## src/rtl/core/rre_pkg.sv

```systemverilog
package rre_pkg;

    localparam int DEF_FRAC_BITS   = 8;
    localparam int DEF_SAMPLE_BITS = 36;

    localparam int CFG_INDEX_BITS = 2;
    localparam logic [CFG_INDEX_BITS-1:0] CFG_MIN_RTO   = 2'd0;
    localparam logic [CFG_INDEX_BITS-1:0] CFG_MAX_RTO   = 2'd1;
    localparam logic [CFG_INDEX_BITS-1:0] CFG_INIT_SRTT = 2'd2;

    localparam logic [31:0] MIN_RTO_RESET   = 32'd200000;
    localparam logic [31:0] MAX_RTO_RESET   = 32'd60000000;
    localparam logic [31:0] INIT_SRTT_RESET = 32'd1500000;

    localparam int TIME_BITS     = 64;
    localparam int OUT_SRTT_BITS = 36;
    localparam int OUT_RTO_BITS  = 32;
    localparam logic [63:0] OUT_SRTT_MAX = (64'd1 << OUT_SRTT_BITS) - 64'd1;

    typedef struct packed {
        logic [31:0] min_rto_us;
        logic [31:0] max_rto_us;
        logic [31:0] initial_srtt_us;
    } cfg_t;

endpackage

```

## src/rtl/core/rtt_rto_estimator.sv

```systemverilog
// A word accepted on the input passes the input register, time difference,
// sample, filter state and result register before it shows on m_valid.
// Throughput: one word per cycle unless m_ready stalls the output.
// Reset: synchronous active-low aresetn clears the pipeline, the smoothed state
// and the no-sample flag, and loads the default min/max RTO and initial SRTT.
module rtt_rto_estimator
    import rre_pkg::*;
#(
    parameter int FRAC_BITS   = DEF_FRAC_BITS,
    parameter int SAMPLE_BITS = DEF_SAMPLE_BITS
) (
    input  logic                      aclk,
    input  logic                      aresetn,
    input  logic                      s_valid,
    output logic                      s_ready,
    input  logic [TIME_BITS-1:0]      s_sent_time_us,
    input  logic [TIME_BITS-1:0]      s_received_time_us,
    input  logic [TIME_BITS-1:0]      s_peer_delay_us,
    output logic                      m_valid,
    input  logic                      m_ready,
    output logic [OUT_SRTT_BITS-1:0]  m_smoothed_rtt_us,
    output logic [OUT_RTO_BITS-1:0]   m_timeout_us,
    input  logic                      cfg_valid,
    output logic                      cfg_ready,
    input  logic [CFG_INDEX_BITS-1:0] cfg_index,
    input  logic [31:0]               cfg_data
);

    localparam int W = SAMPLE_BITS + FRAC_BITS;

    cfg_t         cfg;
    logic         smp_valid, smp_ready;
    logic [W-1:0] smp_fx;
    logic         flt_valid, flt_ready;
    logic [W-1:0] flt_srtt, flt_dev;

    rre_cfg u_cfg (
        .aclk      (aclk),
        .aresetn   (aresetn),
        .cfg_valid (cfg_valid),
        .cfg_ready (cfg_ready),
        .cfg_index (cfg_index),
        .cfg_data  (cfg_data),
        .cfg       (cfg)
    );

    rre_sample #(
        .FRAC_BITS   (FRAC_BITS),
        .SAMPLE_BITS (SAMPLE_BITS)
    ) u_sample (
        .aclk             (aclk),
        .aresetn          (aresetn),
        .s_valid          (s_valid),
        .s_ready          (s_ready),
        .sent_time_us     (s_sent_time_us),
        .received_time_us (s_received_time_us),
        .peer_delay_us    (s_peer_delay_us),
        .o_valid          (smp_valid),
        .o_ready          (smp_ready),
        .o_sample_fx      (smp_fx)
    );

    rre_filter #(
        .FRAC_BITS   (FRAC_BITS),
        .SAMPLE_BITS (SAMPLE_BITS)
    ) u_filter (
        .aclk        (aclk),
        .aresetn     (aresetn),
        .cfg         (cfg),
        .i_valid     (smp_valid),
        .i_ready     (smp_ready),
        .i_sample_fx (smp_fx),
        .o_valid     (flt_valid),
        .o_ready     (flt_ready),
        .o_srtt      (flt_srtt),
        .o_dev       (flt_dev)
    );

    rre_timeout #(
        .FRAC_BITS   (FRAC_BITS),
        .SAMPLE_BITS (SAMPLE_BITS)
    ) u_timeout (
        .aclk              (aclk),
        .aresetn           (aresetn),
        .cfg               (cfg),
        .i_valid           (flt_valid),
        .i_ready           (flt_ready),
        .i_srtt            (flt_srtt),
        .i_dev             (flt_dev),
        .m_valid           (m_valid),
        .m_ready           (m_ready),
        .m_smoothed_rtt_us (m_smoothed_rtt_us),
        .m_timeout_us      (m_timeout_us)
    );

endmodule

```

## src/rtl/core/rre_cfg.sv

```systemverilog
module rre_cfg
    import rre_pkg::*;
(
    input  logic                      aclk,
    input  logic                      aresetn,
    input  logic                      cfg_valid,
    output logic                      cfg_ready,
    input  logic [CFG_INDEX_BITS-1:0] cfg_index,
    input  logic [31:0]               cfg_data,
    output cfg_t                      cfg
);

    cfg_t cfg_reg;

    assign cfg_ready = 1'b1;
    assign cfg       = cfg_reg;

    always_ff @(posedge aclk) begin
        if (!aresetn) begin
            cfg_reg.min_rto_us      <= MIN_RTO_RESET;
            cfg_reg.max_rto_us      <= MAX_RTO_RESET;
            cfg_reg.initial_srtt_us <= INIT_SRTT_RESET;
        end else if (cfg_valid) begin
            case (cfg_index)
                CFG_MIN_RTO:   cfg_reg.min_rto_us      <= cfg_data;
                CFG_MAX_RTO:   cfg_reg.max_rto_us      <= cfg_data;
                CFG_INIT_SRTT: cfg_reg.initial_srtt_us <= cfg_data;
                default: ;
            endcase
        end
    end

endmodule

```

## src/rtl/core/rre_sample.sv

```systemverilog
module rre_sample
    import rre_pkg::*;
#(
    parameter int FRAC_BITS   = DEF_FRAC_BITS,
    parameter int SAMPLE_BITS = DEF_SAMPLE_BITS,
    localparam int W = SAMPLE_BITS + FRAC_BITS
) (
    input  logic                 aclk,
    input  logic                 aresetn,
    input  logic                 s_valid,
    output logic                 s_ready,
    input  logic [TIME_BITS-1:0] sent_time_us,
    input  logic [TIME_BITS-1:0] received_time_us,
    input  logic [TIME_BITS-1:0] peer_delay_us,
    output logic                 o_valid,
    input  logic                 o_ready,
    output logic [W-1:0]         o_sample_fx
);

    localparam logic [63:0] SAMPLE_MAX = (64'd1 << SAMPLE_BITS) - 64'd1;

    // stage 0: input word
    logic                 v0_reg;
    logic [TIME_BITS-1:0] sent_reg, rcvd_reg, delay0_reg;
    // stage 1: receive minus send
    logic                 v1_reg;
    logic [TIME_BITS-1:0] diff_reg, delay1_reg;
    logic                 neg1_reg;
    // stage 2: saturated sample in fixed point
    logic                 v2_reg;
    logic [W-1:0]         sfx_reg;

    logic rdy0, rdy1, rdy2;
    logic [TIME_BITS:0]   diff_next, net_next;
    logic [TIME_BITS-1:0] sample64;
    logic [SAMPLE_BITS-1:0] sample;

    assign rdy2    = !v2_reg || o_ready;
    assign rdy1    = !v1_reg || rdy2;
    assign rdy0    = !v0_reg || rdy1;
    assign s_ready = rdy0;
    assign o_valid     = v2_reg;
    assign o_sample_fx = sfx_reg;

    always_comb begin
        diff_next = {1'b0, rcvd_reg} - {1'b0, sent_reg};
        net_next  = {1'b0, diff_reg} - {1'b0, delay1_reg};
        sample64  = net_next[TIME_BITS-1:0];
        if (neg1_reg || net_next[TIME_BITS]) begin
            sample = '0;
        end else if (sample64 > SAMPLE_MAX) begin
            sample = SAMPLE_MAX[SAMPLE_BITS-1:0];
        end else begin
            sample = sample64[SAMPLE_BITS-1:0];
        end
    end

    always_ff @(posedge aclk) begin
        if (!aresetn) begin
            v0_reg <= 1'b0;
            v1_reg <= 1'b0;
            v2_reg <= 1'b0;
        end else begin
            if (rdy0) v0_reg <= s_valid;
            if (rdy1) v1_reg <= v0_reg;
            if (rdy2) v2_reg <= v1_reg;
        end
    end

    always_ff @(posedge aclk) begin
        if (rdy0 && s_valid) begin
            sent_reg   <= sent_time_us;
            rcvd_reg   <= received_time_us;
            delay0_reg <= peer_delay_us;
        end
        if (rdy1 && v0_reg) begin
            diff_reg   <= diff_next[TIME_BITS-1:0];
            neg1_reg   <= diff_next[TIME_BITS];
            delay1_reg <= delay0_reg;
        end
        if (rdy2 && v1_reg) begin
            sfx_reg <= {sample, {FRAC_BITS{1'b0}}};
        end
    end

endmodule

```

## src/rtl/core/rre_filter.sv

```systemverilog
module rre_filter
    import rre_pkg::*;
#(
    parameter int FRAC_BITS   = DEF_FRAC_BITS,
    parameter int SAMPLE_BITS = DEF_SAMPLE_BITS,
    localparam int W = SAMPLE_BITS + FRAC_BITS
) (
    input  logic         aclk,
    input  logic         aresetn,
    input  cfg_t         cfg,
    input  logic         i_valid,
    output logic         i_ready,
    input  logic [W-1:0] i_sample_fx,
    output logic         o_valid,
    input  logic         o_ready,
    output logic [W-1:0] o_srtt,
    output logic [W-1:0] o_dev
);

    localparam logic [63:0] SAMPLE_MAX = (64'd1 << SAMPLE_BITS) - 64'd1;

    logic         v_reg;
    logic         have_reg;
    logic [W-1:0] srtt_reg, dev_reg;
    logic [W-1:0] srtt_next, dev_next;

    logic [63:0]            init64;
    logic [SAMPLE_BITS-1:0] init_sat;
    logic [W-1:0]           prev_srtt, prev_dev, err;
    logic signed [W:0]      d_srtt, d_dev, sum_srtt, sum_dev;
    logic                   take;

    assign i_ready = !v_reg || o_ready;
    assign take    = i_valid && i_ready;
    assign o_valid = v_reg;
    assign o_srtt  = srtt_reg;
    assign o_dev   = dev_reg;

    always_comb begin
        init64 = {32'd0, cfg.initial_srtt_us};
        if (init64 > SAMPLE_MAX) begin
            init_sat = SAMPLE_MAX[SAMPLE_BITS-1:0];
        end else begin
            init_sat = init64[SAMPLE_BITS-1:0];
        end
        // before the first sample: configured SRTT, zero deviation
        prev_srtt = have_reg ? srtt_reg : {init_sat, {FRAC_BITS{1'b0}}};
        prev_dev  = have_reg ? dev_reg  : '0;

        // arithmetic shift of the signed error gives floor for both signs
        d_srtt    = $signed({1'b0, i_sample_fx}) - $signed({1'b0, prev_srtt});
        sum_srtt  = $signed({1'b0, prev_srtt}) + (d_srtt >>> 3);
        srtt_next = sum_srtt[W-1:0];

        err       = d_srtt[W] ? W'(-d_srtt) : d_srtt[W-1:0];
        d_dev     = $signed({1'b0, err}) - $signed({1'b0, prev_dev});
        sum_dev   = $signed({1'b0, prev_dev}) + (d_dev >>> 2);
        dev_next  = sum_dev[W-1:0];
    end

    always_ff @(posedge aclk) begin
        if (!aresetn) begin
            v_reg    <= 1'b0;
            have_reg <= 1'b0;
            srtt_reg <= '0;
            dev_reg  <= '0;
        end else begin
            if (i_ready) v_reg <= i_valid;
            if (take) begin
                have_reg <= 1'b1;
                srtt_reg <= srtt_next;
                dev_reg  <= dev_next;
            end
        end
    end

    a_have_set: assert property (@(posedge aclk) disable iff (!aresetn)
        take |=> have_reg)
        else $error("have_reg not set after a sample");

    a_have_sticky: assert property (@(posedge aclk) disable iff (!aresetn)
        have_reg |=> have_reg)
        else $error("have_reg cleared outside reset");

    a_state_hold: assert property (@(posedge aclk) disable iff (!aresetn)
        v_reg && !o_ready |=> $stable(srtt_reg) && $stable(dev_reg) && v_reg)
        else $error("filter state moved while result stalled");

endmodule

```

## src/rtl/core/rre_timeout.sv

```systemverilog
module rre_timeout
    import rre_pkg::*;
#(
    parameter int FRAC_BITS   = DEF_FRAC_BITS,
    parameter int SAMPLE_BITS = DEF_SAMPLE_BITS,
    localparam int W = SAMPLE_BITS + FRAC_BITS
) (
    input  logic                     aclk,
    input  logic                     aresetn,
    input  cfg_t                     cfg,
    input  logic                     i_valid,
    output logic                     i_ready,
    input  logic [W-1:0]             i_srtt,
    input  logic [W-1:0]             i_dev,
    output logic                     m_valid,
    input  logic                     m_ready,
    output logic [OUT_SRTT_BITS-1:0] m_smoothed_rtt_us,
    output logic [OUT_RTO_BITS-1:0]  m_timeout_us
);

    logic                     m_valid_reg;
    logic [OUT_SRTT_BITS-1:0] srtt_out_reg;
    logic [OUT_RTO_BITS-1:0]  rto_out_reg;

    logic [W+2:0]             rto_fx;
    logic [63:0]              rto64, srtt64;
    logic [OUT_RTO_BITS-1:0]  rto_next;
    logic [OUT_SRTT_BITS-1:0] srtt_next;

    assign i_ready           = !m_valid_reg || m_ready;
    assign m_valid           = m_valid_reg;
    assign m_smoothed_rtt_us = srtt_out_reg;
    assign m_timeout_us      = rto_out_reg;

    always_comb begin
        rto_fx = {3'b000, i_srtt} + {1'b0, i_dev, 2'b00};
        rto64  = 64'(rto_fx[W+2:FRAC_BITS]);
        // min is checked first, so when min > max a value below min gives min, else max
        if (rto64 < {32'd0, cfg.min_rto_us}) begin
            rto_next = cfg.min_rto_us;
        end else if (rto64 > {32'd0, cfg.max_rto_us}) begin
            rto_next = cfg.max_rto_us;
        end else begin
            rto_next = rto64[OUT_RTO_BITS-1:0];
        end

        srtt64 = 64'(i_srtt[W-1:FRAC_BITS]);
        if (srtt64 > OUT_SRTT_MAX) begin
            srtt_next = OUT_SRTT_MAX[OUT_SRTT_BITS-1:0];
        end else begin
            srtt_next = srtt64[OUT_SRTT_BITS-1:0];
        end
    end

    always_ff @(posedge aclk) begin
        if (!aresetn) begin
            m_valid_reg <= 1'b0;
        end else if (i_ready) begin
            m_valid_reg <= i_valid;
        end
    end

    always_ff @(posedge aclk) begin
        if (i_ready && i_valid) begin
            srtt_out_reg <= srtt_next;
            rto_out_reg  <= rto_next;
        end
    end

endmodule
```

## config.mk

```make
export PLATFORM = sky130hd
export DESIGN_NAME = rtt_rto_estimator
export DESIGN_NICKNAME = d
export VERILOG_FILES = /design/src/rtl/core/rre_pkg.sv /design/src/rtl/core/rtt_rto_estimator.sv /design/src/rtl/core/rre_cfg.sv /design/src/rtl/core/rre_sample.sv /design/src/rtl/core/rre_filter.sv /design/src/rtl/core/rre_timeout.sv
export SDC_FILE = /design/constraint.sdc
export NUM_CORES = 2
export LEC_CHECK = 0
export ABC_AREA = 1
export BUFFER_PORTS_ARGS = -buffer_cell sky130_fd_sc_hd__clkbuf_2
export CORE_ASPECT_RATIO = 1.4
export CORE_MARGIN = 5
export CORE_UTILIZATION = 57
export CTS_BUF_LIST = sky130_fd_sc_hd__clkbuf_16
export DETAILED_ROUTE_END_ITERATION = 12
export PLACE_DENSITY_LB_ADDON = 0.2
export SLEW_MARGIN = 20
export SYNTH_ARGS = -nofsm -noshare
export SYNTH_HDL_FRONTEND = slang
export SYNTH_HIERARCHICAL = 1
export SYNTH_SLANG_ARGS = --single-unit
```

## constraint.sdc

```tcl
create_clock -name aclk -period 6.2 [get_ports aclk]
set_input_delay 0.62 -clock aclk [delete_from_list [all_inputs] [get_ports aclk]]
set_output_delay 0.62 -clock aclk [all_outputs]
set_load 0.1 [all_outputs]
```

==> results by group <==
Place
  • Gp weighted congestion: 1.10
  • Post-DP HPWL: 168000 um
  • Port bufs: 300
  • Placed inst area: between 50000 and 60000 um^2
  • Pre-CTS setup slack: -0.829 ns
  • Placed cells: 9823

Die
  • Die area: just under 100000 um^2
  • FP Rows: 130
  • IO Count: around 300
  • Core ar.: 89800 um^2
  • Initial Util: 57.4%
  • Overall die height: 366 um
  • DIE WIDTH: 264 um

Outcome
  • Violated checks: design-rule violations, negative setup slack
  • Status: complete, but fails checks

Layout
  • Design area: approximately 65000 um^2
  • Post-Layout Cell Count: 10000
  • Register area: 16600 um^2
  • Util after Layout: 72.1%
  • Most common cell after layout, fill and taps aside: nand2_1
  • Most frequent cells in the layout: nand2_1 (2050), inv_1 (1499), buf_4 (778)
  • NumNets Final: 9408
  • Share of layout cells above drive strength 1: 20.9%
  • Max reg flops: 96
  • Multi-input logic area: 31100 um^2
  • Fill cells: 7093
  • Synth-to-Final Area Change: 25.6%

Synthesis
  • Asr flop ratio synth: 0%
  • Main area contributors after synthesis: edfxtp_1 (25%), nand2_1 (16%), inv_1 (11%)
  • Adder-cell share of the synthesized area: 10.1%
  • Post-synth top area share: 24.8%
  • Post-synthesis xor/xnor area fraction: 4.47%
  • Post-synth EDFFs: 425
  • Post-synthesis cell count: just under 8000
  • Cell area after synthesis: around 52000 um^2
  • Seq/Total Area, Yosys: between 30% and 40%
  • Largest family of logic cells by synthesized area: simple AND/OR/NAND/NOR gates
  • Complex-gate fraction of the synthesized area: between 10% and 20%
  • Synth area leader: edfxtp_1
  • Ys Warns: 6
  • Simple-gate share of the synthesized area: 29.8%
  • Yosys reg bits: 615
  • Mapped Avg Cell Area: about 6.7 um^2
  • Synth unique cells: 62
  • Mux cell area share after synthesis: 0%
  • Top_reg_cell synth: edfxtp_1

Timing
  • Tmin final: 6.53 ns
  • Setup Viol. Count Final: 26
  • Max-slew violations: 0
  • Achievable Freq: 153 MHz
  • Final hold violation count: 0
  • Tcrit/Tclk final: 105%
  • Slew Limit Headroom: 28.0%
  • Setup WS post-layout: -0.334 ns
  • Worst Tran Pin Value: 1.07 ns
  • Unrepaired setup endpoints after global routing: yes
  • Worst Clk Skew: 0.0443 ns

Setup path
  • CP most frequent cell: buf_4
  • Worst path arrival time: 7.14 ns
  • Crit Path Max Fanout: 8
  • Family with the most delay on the worst path: simple AND/OR/NAND/NOR gates
  • R2R Path End: u_filter/o_dev[20]
  • R2r setup slk: -0.33 ns
  • Kind of critical path: register to register
  • FF-to-FF Start: u_filter/have_reg
  • Worst path max stage delay: ~0.47 ns
  • Slowest CP cell: dfxtp_4
  • Critical Path Start Type: register
  • Worst endpoint required time: 6.80 ns
  • Reg2Reg Depth: 43
  • CP Capture Type: register
  • CP Buf/Inv Count: 16

GRT
  • Largest net degree at the start of global routing: 115
  • Global-route wire length before repair: 312000 um
  • Vias in the first global route: 56600
  • All-Layer GR Usage: 41.5%
  • Total congestion overflow: 0
  • Initial antenna violation count: 2

Route
  • First-pass iteration count of the detailed router: 12
  • WL final: 213000 um
  • Vias/cell: 5.67
  • WL/cell: 21.3 um
  • DR vias: 56700
  • Post-route ant nets: 0
  • DRC: 1
  • Violation count after the first detailed-route iteration: 5631

Min path
  • HP Class: input port to register
  • Hold path endpoint: u_sample/sent_reg[15]
  • Hold path cells: 1
  • Min-Delay Startpoint: s_sent_time_us[15]

Power and ir drop
  • Clock power frac: 24.9%
  • Switching Share: 39.4%
  • Int Power: 9.40 mW
  • Gate power share: 44.0%
  • Worst VDD drop: 0.339 mV
  • Leakage: between 30 and 40 nW
  • Register share of total power: 31.0%
  • NetSw: 6.10 mW
  • Pwr Total: around 15 mW
  • Pwr dens: approximately 240 nW/um^2

Clock network
  • CTS Buf Count: 61
  • Clock tree from TritonCTS: done
  • Clock Sinks: around 620
  • Clock root cell: clkbuf_16
  • CTS Buffer Depth: 3
  • Clk_lat worst skew: about 0.70 ns
  • Clk slew on worst S/H paths: 0.07 ns
  • H-tree levels: 2

Flow run
  • Max_cap viols: 0
through the flow:
stage,TNS (ns),hold WS (ns)
final,-6.09,0.104
after global placement,-15.36,0.401
after detailed placement,-17.94,0.405
after CTS,-0.0750,0.0837
after global routing,-13.49,0.0913
after floorplan,0,0.400
worst max-delay path by stage:
stage / from / to / slack [ns] / depth (start not counted)
final: u_filter/have_reg / u_filter/o_dev[20] / -0.33 / 43
after global routing: u_filter/have_reg / u_filter/o_dev[43] / -0.56 / 46
after CTS: u_filter/have_reg / u_filter/o_dev[43] / -0.02 / 46
after detailed placement: u_filter/have_reg / u_filter/o_dev[37] / -0.83 / 39
after global placement: u_filter/have_reg / u_filter/o_dev[37] / -0.79 / 39
after floorplan: u_filter/have_reg / u_filter/o_dev[43] / 0.04 / 47
kinds of logic (layout without fill, tap and decap cells):
| kind of cell | count (synthesis) | after routing |
|---|---|---|
| adder cells (fa/ha/maj) | 415 | 415 |
| flip-flops | 615 | 615 |
| AND/OR/NAND/NOR | 3718 | 3718 |
| XOR/XNOR | 262 | 262 |
| buffers and inverters | 1672 | 2770 |
| other | 2 | 10 |
| AO/OA/AOI/OAI | 1026 | 1026 |
routing by layer:
layer	up-vias	share of wire [%]	global-route usage (%)
li1	26500	-	-
met1	25500	31	39.2
met2	3362	49	74.0
met3	1284	7.2	6.38
met4	2	13	41.5
met5	-	0.0033	0
timing repair:
| action | in CTS | in global routing |
|---|---|---|
| pin swaps | 111 | 120 |
| hold buffers | 0 | 0 |
| endpoints found under the setup margin | 34 | 35 |
| gates resized for setup | 395 | 272 |
| buffers inserted | 33 | 30 |
| gates cloned | 0 | 2 |
layout make-up:
cell class	count	area share [%]
clock inverter	53	0.734
clock buffer	63	2.44
inverter	1554	9.03
tap	1188	2.30
antenna	1	0.00387
sequential	615	25.6
multi-input combinational	5430	48.1
timing repair buffer	1100	11.9
power groups by stage:
stage	registers, mW	logic (mW)	clock network, mW
4_1_cts	4.80	6.27	3.88
3_3_place_gp	4.87	5.74	0
2_1_floorplan	4.90	3.30	0
3_5_place_dp	4.89	5.83	0
6_report	4.81	6.82	3.86
5_1_grt	4.82	7.26	4.05
cells in the mapped netlist (all sizes together) (71+ instances only):
cell type / count
nand2: 2198
inv: 1551
nor2: 870
a21oi: 513
nand3: 426
edfxtp: 425
ha: 410
o21ai: 314
dfxtp: 190
xor2: 153
xnor2: 109
nand4: 78
buf: 74
nor3: 71
(Power assumes the default switching activity.)
